$ cat config.mk
export PLATFORM = sky130hd
export DESIGN_NAME = rectangle_subtract
export DESIGN_NICKNAME = d
export VERILOG_FILES = /design/src/rtl/core/rs_pkg.sv /design/src/rtl/core/rectangle_subtract.sv /design/src/rtl/core/rs_pipe.sv
export SDC_FILE = /design/constraint.sdc
export NUM_CORES = 2
export LEC_CHECK = 0
export BUFFER_PORTS_ARGS = -buffer_cell sky130_fd_sc_hd__buf_2
export CORE_UTILIZATION = 55
export DETAILED_ROUTE_END_ITERATION = 8
export GPL_TIMING_DRIVEN = 0
export PLACE_DENSITY = 0.72
export SYNTH_ARGS = -nofsm -noshare
export SYNTH_HDL_FRONTEND = slang
export SYNTH_SLANG_ARGS = --single-unit
$ cat constraint.sdc
create_clock -name clk -period 15.25 [get_ports clk]
set_clock_uncertainty 0.2 [all_clocks]
set_input_delay 0.7625 -clock clk [delete_from_list [all_inputs] [get_ports clk]]
set_output_delay 0.7625 -clock clk [all_outputs]
set_load 0.05 [all_outputs]
$ cat src/rtl/core/rs_pkg.sv
`timescale 1ns / 1ps

package rs_pkg;

  localparam int CW = 16;       // coordinate width
  localparam int XW = CW + 2;   // working width, holds every sum and difference exactly

  typedef logic signed [XW-1:0] coord_t;

  // corner pattern codes: bit 3 top-left, bit 2 bottom-left, bit 1 top-right,
  // bit 0 bottom-right outside point lies inside the base
  localparam logic [3:0] PAT_NONE  = 4'd0;
  localparam logic [3:0] PAT_BR    = 4'd1;
  localparam logic [3:0] PAT_TR    = 4'd2;
  localparam logic [3:0] PAT_TR_BR = 4'd3;
  localparam logic [3:0] PAT_BL    = 4'd4;
  localparam logic [3:0] PAT_BL_BR = 4'd5;
  localparam logic [3:0] PAT_TL    = 4'd8;
  localparam logic [3:0] PAT_TL_TR = 4'd10;
  localparam logic [3:0] PAT_TL_BL = 4'd12;
  localparam logic [3:0] PAT_ALL   = 4'd15;

  typedef struct packed {
    logic signed [CW-1:0] base_x;
    logic signed [CW-1:0] base_y;
    logic [CW-1:0]        base_w;
    logic [CW-1:0]        base_h;
    logic signed [CW-1:0] cut_x;
    logic signed [CW-1:0] cut_y;
    logic [CW-1:0]        cut_w;
    logic [CW-1:0]        cut_h;
  } item_t;

  // edges of both rectangles in working width
  typedef struct packed {
    coord_t bx;
    coord_t by;
    coord_t ex;
    coord_t ey;
    coord_t mnx;
    coord_t mny;
    coord_t mxx;
    coord_t mxy;
  } edges_t;

  // one piece before subtraction: origin, and width/height as a minus b
  typedef struct packed {
    coord_t x;
    coord_t y;
    coord_t wa;
    coord_t wb;
    coord_t ha;
    coord_t hb;
  } ops_t;

  typedef struct packed {
    coord_t x;
    coord_t y;
    coord_t w;
    coord_t h;
  } raw_t;

  typedef struct packed {
    logic signed [CW-1:0] x;
    logic signed [CW-1:0] y;
    logic [CW-1:0]        w;
    logic [CW-1:0]        h;
  } piece_t;

  function automatic ops_t mk(coord_t x, coord_t y, coord_t wa, coord_t wb,
                              coord_t ha, coord_t hb);
    ops_t o;
    o.x  = x;
    o.y  = y;
    o.wa = wa;
    o.wb = wb;
    o.ha = ha;
    o.hb = hb;
    return o;
  endfunction

  // operand selection for one output slot; unused slots give an empty piece
  function automatic ops_t piece_ops(logic [3:0] pat, logic [1:0] slot, edges_t e);
    ops_t o;
    ops_t top;
    o   = '0;
    top = mk(e.bx, e.by, e.ex, e.bx, e.mny, e.by);
    unique case (pat)
      PAT_TL: begin
        if (slot == 2'd0) o = top;
        else if (slot == 2'd1) o = mk(e.bx, e.mny, e.mnx, e.bx, e.ey, e.mny);
      end
      PAT_BL: begin
        if (slot == 2'd0) o = mk(e.bx, e.by, e.mnx, e.bx, e.ey, e.by);
        else if (slot == 2'd1) o = mk(e.mnx, e.mxy, e.ex, e.mnx, e.ey, e.mxy);
      end
      PAT_TR: begin
        if (slot == 2'd0) o = top;
        else if (slot == 2'd1) o = mk(e.mxx, e.mny, e.ex, e.mxx, e.ey, e.mny);
      end
      PAT_BR: begin
        if (slot == 2'd0) o = mk(e.mxx, e.by, e.ex, e.mxx, e.ey, e.by);
        else if (slot == 2'd1) o = mk(e.bx, e.mxy, e.mxx, e.bx, e.ey, e.mxy);
      end
      PAT_TL_TR: begin
        if (slot == 2'd0) o = top;
        else if (slot == 2'd1) o = mk(e.bx, e.mny, e.mnx, e.bx, e.ey, e.mny);
        else if (slot == 2'd2) o = mk(e.mxx, e.mny, e.ex, e.mxx, e.ey, e.mny);
      end
      PAT_TR_BR: begin
        if (slot == 2'd0) o = top;
        else if (slot == 2'd1) o = mk(e.mxx, e.mny, e.ex, e.mxx, e.ey, e.mny);
        else if (slot == 2'd2) o = mk(e.bx, e.mxy, e.mxx, e.bx, e.ey, e.mxy);
      end
      PAT_BL_BR: begin
        if (slot == 2'd0) o = mk(e.bx, e.by, e.mnx, e.bx, e.ey, e.by);
        else if (slot == 2'd1) o = mk(e.mxx, e.by, e.ex, e.mxx, e.ey, e.by);
        else if (slot == 2'd2) o = mk(e.mnx, e.mxy, e.mxx, e.mnx, e.ey, e.mxy);
      end
      PAT_TL_BL: begin
        if (slot == 2'd0) o = top;
        else if (slot == 2'd1) o = mk(e.bx, e.mny, e.mnx, e.bx, e.ey, e.mny);
        else if (slot == 2'd2) o = mk(e.mnx, e.mxy, e.ex, e.mnx, e.ey, e.mxy);
      end
      PAT_ALL: begin
        unique case (slot)
          2'd0: o = mk(e.bx, e.by, e.mxx, e.bx, e.mny, e.by);
          2'd1: o = mk(e.bx, e.mny, e.mnx, e.bx, e.ey, e.mny);
          2'd2: o = mk(e.mnx, e.mxy, e.ex, e.mnx, e.ey, e.mxy);
          default: o = mk(e.mxx, e.by, e.ex, e.mxx, e.mxy, e.by);
        endcase
      end
      PAT_NONE: begin
        unique case (slot)
          2'd0: o = top;
          2'd1: o = mk(e.bx, e.by, e.mnx, e.bx, e.ey, e.by);
          2'd2: o = mk(e.bx, e.mxy, e.ex, e.bx, e.ey, e.mxy);
          default: o = mk(e.mxx, e.by, e.ex, e.mxx, e.ey, e.by);
        endcase
      end
      default: o = '0;
    endcase
    return o;
  endfunction

  // clamp a size to [0, all ones]
  function automatic logic [CW-1:0] sat_size(coord_t d);
    logic [CW-1:0] r;
    if (d[XW-1]) r = '0;
    else if (|d[XW-2:CW]) r = '1;
    else r = d[CW-1:0];
    return r;
  endfunction

endpackage

$ cat src/rtl/core/rectangle_subtract.sv
`timescale 1ns / 1ps

// rectangle subtraction: base minus cut as four pieces. an item (base and cut
// rectangle) is taken on a clock edge with start high and busy low; busy then
// stays high while the hold counter runs down, spacing the items to suit the
// result port, which sends four pieces per item, one per cycle. the first
// piece passes through the edge, corner test, operand select and subtract,
// size clamp and output registers, followed by the other three as back-to-back
// beats with piece_valid high, piece_last high on the fourth. the receiver
// cannot stall: each beat is on the ports for exactly one cycle. empty padding
// pieces are all zero; sizes that compute negative clamp to zero, too large
// clamp to all ones; origins wrap to 16 bits

module rectangle_subtract import rs_pkg::*; (
  input  logic                 clk,
  input  logic                 rst,
  input  logic                 start,
  output logic                 busy,
  input  logic signed [CW-1:0] base_x,
  input  logic signed [CW-1:0] base_y,
  input  logic [CW-1:0]        base_w,
  input  logic [CW-1:0]        base_h,
  input  logic signed [CW-1:0] cut_x,
  input  logic signed [CW-1:0] cut_y,
  input  logic [CW-1:0]        cut_w,
  input  logic [CW-1:0]        cut_h,
  output logic                 piece_valid,
  output logic signed [CW-1:0] piece_x,
  output logic signed [CW-1:0] piece_y,
  output logic [CW-1:0]        piece_w,
  output logic [CW-1:0]        piece_h,
  output logic                 piece_last
);

  logic       accept;
  logic [1:0] hold;      // cycles left before the next item may enter
  item_t      item;
  logic       pieces_valid;
  piece_t     pieces [4];

  // serializer: pieces 1..3 wait here while piece 0 goes out
  piece_t     buf_q [4];
  logic       draining;
  logic [1:0] idx;

  assign accept = start && !busy;
  assign busy   = (hold != 2'd0);

  always_comb begin
    item.base_x = base_x;
    item.base_y = base_y;
    item.base_w = base_w;
    item.base_h = base_h;
    item.cut_x  = cut_x;
    item.cut_y  = cut_y;
    item.cut_w  = cut_w;
    item.cut_h  = cut_h;
  end

  // spacing between items keeps the serializer free
  always_ff @(posedge clk) begin
    if (rst) begin
      hold <= 2'd0;
    end else if (accept) begin
      hold <= 2'd3;
    end else if (hold != 2'd0) begin
      hold <= hold - 2'd1;
    end
  end

  rs_pipe u_pipe (
    .clk          (clk),
    .rst          (rst),
    .in_valid     (accept),
    .item         (item),
    .pieces_valid (pieces_valid),
    .pieces       (pieces)
  );

  // control of the output beats
  always_ff @(posedge clk) begin
    if (rst) begin
      piece_valid <= 1'b0;
      piece_last  <= 1'b0;
      draining    <= 1'b0;
      idx         <= 2'd0;
    end else if (pieces_valid) begin
      piece_valid <= 1'b1;
      piece_last  <= 1'b0;
      draining    <= 1'b1;
      idx         <= 2'd1;
    end else if (draining) begin
      piece_valid <= 1'b1;
      piece_last  <= (idx == 2'd3);
      draining    <= (idx != 2'd3);
      idx         <= idx + 2'd1;
    end else begin
      piece_valid <= 1'b0;
      piece_last  <= 1'b0;
    end
  end

  // payload of the output beats
  always_ff @(posedge clk) begin
    if (pieces_valid) begin
      buf_q   <= pieces;
      piece_x <= pieces[0].x;
      piece_y <= pieces[0].y;
      piece_w <= pieces[0].w;
      piece_h <= pieces[0].h;
    end else if (draining) begin
      piece_x <= buf_q[idx].x;
      piece_y <= buf_q[idx].y;
      piece_w <= buf_q[idx].w;
      piece_h <= buf_q[idx].h;
    end
  end

endmodule

$ cat src/rtl/core/rs_pipe.sv
`timescale 1ns / 1ps

module rs_pipe import rs_pkg::*; (
  input  logic      clk,
  input  logic      rst,
  input  logic      in_valid,
  input  item_t     item,
  output logic      pieces_valid,
  output piece_t    pieces [4]
);

  // stage 1: edges
  logic   v1;
  edges_t e1;
  // stage 2: corner pattern
  logic       v2;
  edges_t     e2;
  logic [3:0] pat2;
  // stage 3: raw sizes
  logic v3;
  raw_t raw3 [4];

  edges_t     e1_next;
  logic [3:0] pat_next;
  coord_t     lx, ty;

  function automatic logic in_base(edges_t e, coord_t px, coord_t py);
    return (px >= e.bx) && (px < e.ex) && (py >= e.by) && (py < e.ey);
  endfunction

  always_comb begin
    e1_next.bx  = {{(XW-CW){item.base_x[CW-1]}}, item.base_x};
    e1_next.by  = {{(XW-CW){item.base_y[CW-1]}}, item.base_y};
    e1_next.mnx = {{(XW-CW){item.cut_x[CW-1]}}, item.cut_x};
    e1_next.mny = {{(XW-CW){item.cut_y[CW-1]}}, item.cut_y};
    e1_next.ex  = e1_next.bx + coord_t'({{(XW-CW){1'b0}}, item.base_w});
    e1_next.ey  = e1_next.by + coord_t'({{(XW-CW){1'b0}}, item.base_h});
    e1_next.mxx = e1_next.mnx + coord_t'({{(XW-CW){1'b0}}, item.cut_w});
    e1_next.mxy = e1_next.mny + coord_t'({{(XW-CW){1'b0}}, item.cut_h});
  end

  always_comb begin
    lx = e1.mnx - coord_t'(1);
    ty = e1.mny - coord_t'(1);
    pat_next = {in_base(e1, lx, ty), in_base(e1, lx, e1.mxy),
                in_base(e1, e1.mxx, ty), in_base(e1, e1.mxx, e1.mxy)};
  end

  always_ff @(posedge clk) begin
    if (rst) begin
      v1 <= 1'b0;
      v2 <= 1'b0;
      v3 <= 1'b0;
      pieces_valid <= 1'b0;
    end else begin
      v1 <= in_valid;
      v2 <= v1;
      v3 <= v2;
      pieces_valid <= v3;
    end
  end

  always_ff @(posedge clk) begin
    ops_t o;
    e1   <= e1_next;
    e2   <= e1;
    pat2 <= pat_next;
    for (int s = 0; s < 4; s++) begin
      o = piece_ops(pat2, 2'(s), e2);
      raw3[s].x <= o.x;
      raw3[s].y <= o.y;
      raw3[s].w <= o.wa - o.wb;
      raw3[s].h <= o.ha - o.hb;
      pieces[s].x <= raw3[s].x[CW-1:0];
      pieces[s].y <= raw3[s].y[CW-1:0];
      pieces[s].w <= sat_size(raw3[s].w);
      pieces[s].h <= sat_size(raw3[s].h);
    end
  end

endmodule

After elaboration in Yosys (flattened, before gate mapping)
Memories as Yosys holds them, arrays and structs flattened. Index checks and enable logic that the tools add are counted.

Word-level logic and storage cells: 156. Bits in registers: 863. Memory bits (writable): 288. Input port bits: 131. Output and inout bits: 67. Memories: 1.

Reductions and logical operators: 23. Muxes and demuxes: 31. Bitwise logic cells: 2. $lt $le $gt $ge: 9. Equality and inequality tests: 11. Add/sub/neg operators: 16.

Memory list: u_pipe.raw3 (depth 4, width 72, read ports 4, clocked after Yosys merged registers in 0, write ports 4, line rs_pipe.sv:21) `raw_t raw3 [4];`.

Operator list (number): case mux 108 bit (6 select lines) (1); case mux 108 bit (5 select lines) (1); case mux 108 bit (4 select lines) (1); two-way mux 16 bit (16); case mux 108 bit (2 select lines) (1); subtractor 18 bit (8); binary-select mux 64 bit (select 2 bit) (1); two-way mux 64 bit (2); adder 16 x 17 -> 18 bit (4); greater-or-equal comparator 18 x 16 -> 1 bit (2); less-than comparator 17 x 18 -> 1 bit (2); less-than comparator 18 bit (2); greater-or-equal comparator 17 x 16 -> 1 bit (2); subtractor 16 x 2 -> 17 bit, second input constant (2); == test 4 bit, second input constant (4); logical AND 1 bit (11); == test 4 x 2 -> 1 bit, second input constant (2); == test 4 x 3 -> 1 bit, second input constant (2); OR reduction 2 bit (4); two-way mux 1 bit (6); nonzero test 2 bit (3); OR reduction 6 bit (1); == test 4 x 1 -> 1 bit, second input constant (1); logical NOT 4 bit (1); 11 further kinds (12).

Depth between registers and ports, before layout
Depth in word-level cells: 6. Depth in mapped cells: 20. Gate-level depth less buffers: 16.

Cells and area by module
From an unflattened synthesis, not the netlist that was laid out.

Cell total of the unflattened synthesis: 4059. Area, all modules: 46514.6 µm².

By module, submodules not included: rs_pipe (cells an instance 3345, sequential area each 16175.5 µm², area an instance 33219.4 µm², instances 1); rectangle_subtract (cells an instance 714, sequential area each 9749.4 µm², area an instance 13295.3 µm², instances 1).

Worst setup path before layout
OpenSTA, ideal clock, no wires.

Kind: register to register. Start point: register u_pipe.pieces_valid. End point: register piece_h[0], enable pin. Cell stages (with the launch flop): 6. Data arrival time: 8.333 ns. Setup slack: 6.299 ns. Data required time: 14.632 ns. Library setup time: 0.418 ns. Period minus slack after synthesis: 8.951 ns. Path buffers: 3. Cell sequence: dfxtp_1 > clkbuf_1 > buf_1 > buf_1 > nor2_1 > inv_1.

Longest elaborated chain between the ends: 1.

RTL lines: start: declaration (line rs_pipe.sv:8) `output logic pieces_valid,`; start signal: assignment (line rs_pipe.sv:59) `pieces_valid <= v3;`; nonzero test 2 bit (no line); end signal: assignment (line rectangle_subtract.sv:110) `piece_h <= pieces[0].h;`; end signal: assignment (line rectangle_subtract.sv:115) `piece_h <= buf_q[idx].h;`; end: declaration (line rectangle_subtract.sv:31) `output logic [CW-1:0] piece_h,`.

No other way between the ends. A chain may end at the register's enable or synchronous reset.

==> results.rst <==
.. list-table::
   :header-rows: 1

   * - Metric
     - Value
   * - Clock edge transition at the registers on the reported setup and hold paths
     - approximately 0.06 ns
   * - Die Outline Area
     - 83500 um^2
   * - Leakage power of the design
     - 22.2 nW
   * - Fraction of layout instances using a drive strength above 1
     - around an eighth
   * - Worst Hold Launch
     - cut_x[1]
   * - Post-detail-place hpwl
     - between 80000 and 90000 um
   * - Netlist Area Pre-Place
     - 45300 um^2
   * - Weighted congestion reported at the end of routability-driven placement
     - 0.924
   * - Initial antenna violation count
     - 6
   * - CTS tree
     - built
   * - Buffer type at the clock tree root
     - sky130_fd_sc_hd__clkbuf_16
   * - Async set-reset flop share out of synthesis
     - 0%
   * - Synth Register Bits
     - approximately 1100
   * - Clock latency of the later-clocked register in the worst-skew pair
     - between 0.6 and 0.7 ns
   * - Yosys Warn Count
     - 0
   * - Chip Height
     - between 200 and 300 um
   * - Fmax
     - approximately 170 MHz
   * - Data arrival time of the critical path
     - 6.10 ns
   * - Number of failing hold endpoints at the final stage
     - 0
   * - Global-route wire length before repair
     - 164000 um
   * - R2R cell count
     - 19
   * - Hold Crit Class
     - input port to flop
   * - Hold WS
     - between 0.02 and 0.025 ns
   * - Startpoint Class
     - flop
   * - Post-detailed-route wirelength per cell
     - 20.7 um
   * - Setup Buffers After CTS
     - 0
   * - Register-to-register path setup slack
     - 9.51 ns
   * - Crit path time final
     - 5.74 ns
   * - Initial core utilization
     - around 56%
   * - Transition time of the tightest slew-check pin
     - 1.34 ns
   * - Synthesized instance count
     - roughly 3800
   * - Delay of the slowest cell on the worst path
     - 0.51 ns
   * - Ratio of total power to cell area
     - 214 nW/um^2
   * - Slowest library cell on the worst path
     - sky130_fd_sc_hd__a21oi_2
   * - Die W
     - between 200 and 300 um
   * - Vias per cell
     - 5.53
   * - Endpoints failing setup
     - 0
   * - Commonest non-fill, non-tap cell in the layout
     - sky130_fd_sc_hd__dfxtp_1
   * - Grt ovf
     - 0
   * - DRC marker count from the first detailed-route iteration
     - 2941
   * - VDD IR-drop max
     - 127 uV
   * - Post-Syn Nets
     - 4317
   * - Data required, critical path
     - 15.61 ns
   * - Setup crit end kind
     - flop
   * - Commonest register cell after synthesis
     - sky130_fd_sc_hd__dfxtp_1
   * - Slew HR
     - 9.67%
   * - Start-to-end type of the worst setup path
     - flop to flop
   * - Final Max Tran Viols
     - 0
   * - Area of the placeable core
     - 81100 um^2
   * - Buffer levels on the longest clock path
     - 3
   * - Commonest non-fill, non-tap cells in the layout
     - sky130_fd_sc_hd__dfxtp_1 (814), sky130_fd_sc_hd__nor2_1 (406), sky130_fd_sc_hd__ha_1 (346)
   * - Crit path cell chain
     - buf_2 -> buf_2 -> a21oi_1 -> a21oi_2 -> or2_1 -> clkbuf_1 -> clkbuf_1 -> a22o_1 -> ha_1 -> inv_1 -> fa_1 -> a211oi_1 -> nor2_1 -> nor4_1 -> o31ai_1 -> o41ai_2 -> o2111ai_1 -> a21oi_1 -> xnor2_1
   * - Total global-route track usage
     - 26.2%
   * - Site row count
     - 104
   * - Final-layout setup total negative slack
     - 0 ns
   * - Largest net degree at the start of global routing
     - 71
   * - Run status
     - complete, but fails checks
   * - Layout Nets
     - between 4000 and 5000
   * - Seq/Total Area, Yosys
     - 57.2%
   * - Cell type group with the largest total delay on the critical path
     - compound AO/OA/AOI/OAI gates
   * - Syn-to-layout area delta
     - 14.3%
   * - Antenna-violating nets left
     - 1
   * - Critical path launch point
     - u_pipe.pat2[1]$_DFF_P_
   * - Final worst-path cycle share
     - 37.6%
   * - Number of optimization iterations in the first detailed-route pass
     - 9
   * - Worst reg2reg path endpoint
     - u_pipe.raw3[0][34]$_DFF_P_
   * - Synthesized area per cell
     - 11.8 um^2
   * - Buffers on Ports
     - 197
   * - Number of top-level pins
     - about 200
   * - Count of max-cap constraint violations
     - 0
   * - Failing checks
     - antenna rules
   * - Worst R2R Start
     - u_pipe.pat2[1]$_DFF_P_
   * - Number of levels in the clock H-tree
     - 3
   * - Number of enable flip-flop cells after synthesis
     - 320
   * - Bufs and invs on worst path
     - 5
   * - Number of filler cells placed in the layout
     - 6354
   * - Count of cell types in the netlist
     - 80
   * - Highest net fanout along the worst path
     - 10
   * - Total number of clock tree sinks
     - 1135
   * - Total wire length
     - 110000 um
   * - Number of buffers created by CTS
     - 107
   * - Cell depth of the worst hold path
     - 1
   * - WHS Endpoint
     - u_pipe.e1[55]$_DFF_P_
   * - Via count of the first global-routing pass
     - 28200
   * - Number of vias in the routed layout
     - ~30000
   * - # DRC
     - 0
   * - Setup repair after global routing missed its margin
     - no
-- Yosys cell counts (7+ instances only) --
library cell,count,area (um^2)
sky130_fd_sc_hd__nand2b_1,22,138
sky130_fd_sc_hd__a211o_1,7,61.3
sky130_fd_sc_hd__nor2_1,406,1520
sky130_fd_sc_hd__a222oi_1,76,761
sky130_fd_sc_hd__a31oi_1,12,75.1
sky130_fd_sc_hd__nor2b_1,36,225
sky130_fd_sc_hd__or3_1,16,100
sky130_fd_sc_hd__a211oi_1,25,188
sky130_fd_sc_hd__a22o_1,51,447
sky130_fd_sc_hd__edfxtp_1,320,9610
sky130_fd_sc_hd__or2_2,14,87.6
sky130_fd_sc_hd__a221oi_1,7,61.3
sky130_fd_sc_hd__nor3_1,50,250
sky130_fd_sc_hd__a31o_2,9,78.8
sky130_fd_sc_hd__mux2_2,64,721
sky130_fd_sc_hd__buf_1,13,48.8
sky130_fd_sc_hd__fa_1,12,240
sky130_fd_sc_hd__inv_1,306,1150
sky130_fd_sc_hd__o31a_1,19,166
sky130_fd_sc_hd__a21boi_0,9,67.6
sky130_fd_sc_hd__o2111ai_1,7,61.3
sky130_fd_sc_hd__nand3_1,51,255
sky130_fd_sc_hd__o21a_1,44,330
sky130_fd_sc_hd__a22oi_1,38,285
sky130_fd_sc_hd__ha_1,346,4330
sky130_fd_sc_hd__xor2_1,59,517
sky130_fd_sc_hd__nand2_1,136,510
sky130_fd_sc_hd__o41a_1,11,124
sky130_fd_sc_hd__mux4_2,64,1440
sky130_fd_sc_hd__o31ai_1,17,128
sky130_fd_sc_hd__o21bai_1,15,113
sky130_fd_sc_hd__clkbuf_1,96,360
sky130_fd_sc_hd__nand4_1,20,125
sky130_fd_sc_hd__o21ai_0,83,415
sky130_fd_sc_hd__a21oi_1,140,701
sky130_fd_sc_hd__and3_1,20,125
sky130_fd_sc_hd__buf_2,7,35.0
sky130_fd_sc_hd__dfxtp_1,815,16300
sky130_fd_sc_hd__nor4_1,14,87.6
sky130_fd_sc_hd__a21o_1,68,510
sky130_fd_sc_hd__and2_1,64,400
sky130_fd_sc_hd__xnor2_1,140,1230
-- worst max path at each step --
| stage | to | slack (ns) | cells after the start |
|---|---|---|---|
| after floorplan | piece_h[0]$_DFFE_PP_ | 6.30 | 5 |
| after global placement | piece_y[6]$_DFFE_PP_ | 1.96 | 5 |
| after detailed placement | u_pipe.raw3[2][15]$_DFF_P_ | 9.71 | 15 |
| after CTS | u_pipe.raw3[0][34]$_DFF_P_ | 9.67 | 19 |
| after global routing | u_pipe.raw3[2][15]$_DFF_P_ | 9.28 | 15 |
| final | u_pipe.raw3[0][34]$_DFF_P_ | 9.51 | 19 |
-- final cells by class --
type	count	area [um^2]	share of cell area, %
Antenna cell	6	15.0	0.0290
Buffer	119	478	0.924
Clock buffer	149	3140	6.08
Clock inverter	53	536	1.03
Inverter	307	1150	2.23
Multi-Input combinational cell	2267	17700	34.3
Sequential cell	1135	25900	50.1
Tap cell	1060	1330	2.56
Timing Repair Buffer	236	1430	2.76
-- stage by stage --
| stage | instance area, um^2 | power (mW) | worst slack, ns | utilization [%] | instances |
|---|---|---|---|---|---|
| CTS | 51700 | 11.0 | 9.67 | 63.8 | 5326 |
| finish | 51800 | 11.1 | 9.51 | 63.8 | 5332 |
| detailed placement | 47700 | 8.27 | 9.71 | 58.8 | 5088 |
| global route | 51700 | 11.6 | 9.28 | 63.8 | 5326 |
| floorplan | 45300 | 6.89 | 6.30 | - | 3828 |
| global placement | 47600 | 8.19 | 1.96 | 58.7 | 5085 |
-- cell families after synthesis --
| family | synth area share (%) |
|---|---|
| AO/OA/AOI/OAI | 11.3 |
| XOR/XNOR | 3.85 |
| adder cells (fa/ha/maj) | 10.1 |
| buffers and inverters | 3.60 |
| flip-flops | 57.2 |
| multiplexers | 4.92 |
| AND/OR/NAND/NOR | 9.04 |
-- sequential cells by signal, summed over array words and instances, names as in the netlist, 2 cells and up --
| register | flops |
|---|---|
| u_pipe.pieces | 256 |
| piece_x | 16 |
| buf_q | 256 |
| piece_w | 16 |
| u_pipe.e2 | 136 |
| u_pipe.e1 | 136 |
| u_pipe.raw3 | 272 |
| piece_y | 16 |
| hold | 2 |
| u_pipe.pat2 | 4 |
| idx | 2 |
| piece_h | 16 |
-- report_power, final --
group          internal (mW)  switching, mW
clock                   1.54           1.16
combinational           1.48           2.55
sequential              4.00          0.336
-- layer usage --
layer  up-vias  global-route usage, %  share of wire [%]
met5         -                      0                  0
met4         0                   6.62                2.1
met3       141                   4.93                8.1
met2       978                   37.6                 41
met1     14000                   40.4                 48
li1      14400                      -                  -
-- timing repair --
item / 4_1_cts / 5_1_grt
endpoints found under the hold margin: 36 / 0
gates resized for setup: 0 / 0
setup endpoints to repair: 0 / 0
hold buffers: 36 / 0
Note: power is estimated with default switching activity, not from simulation.
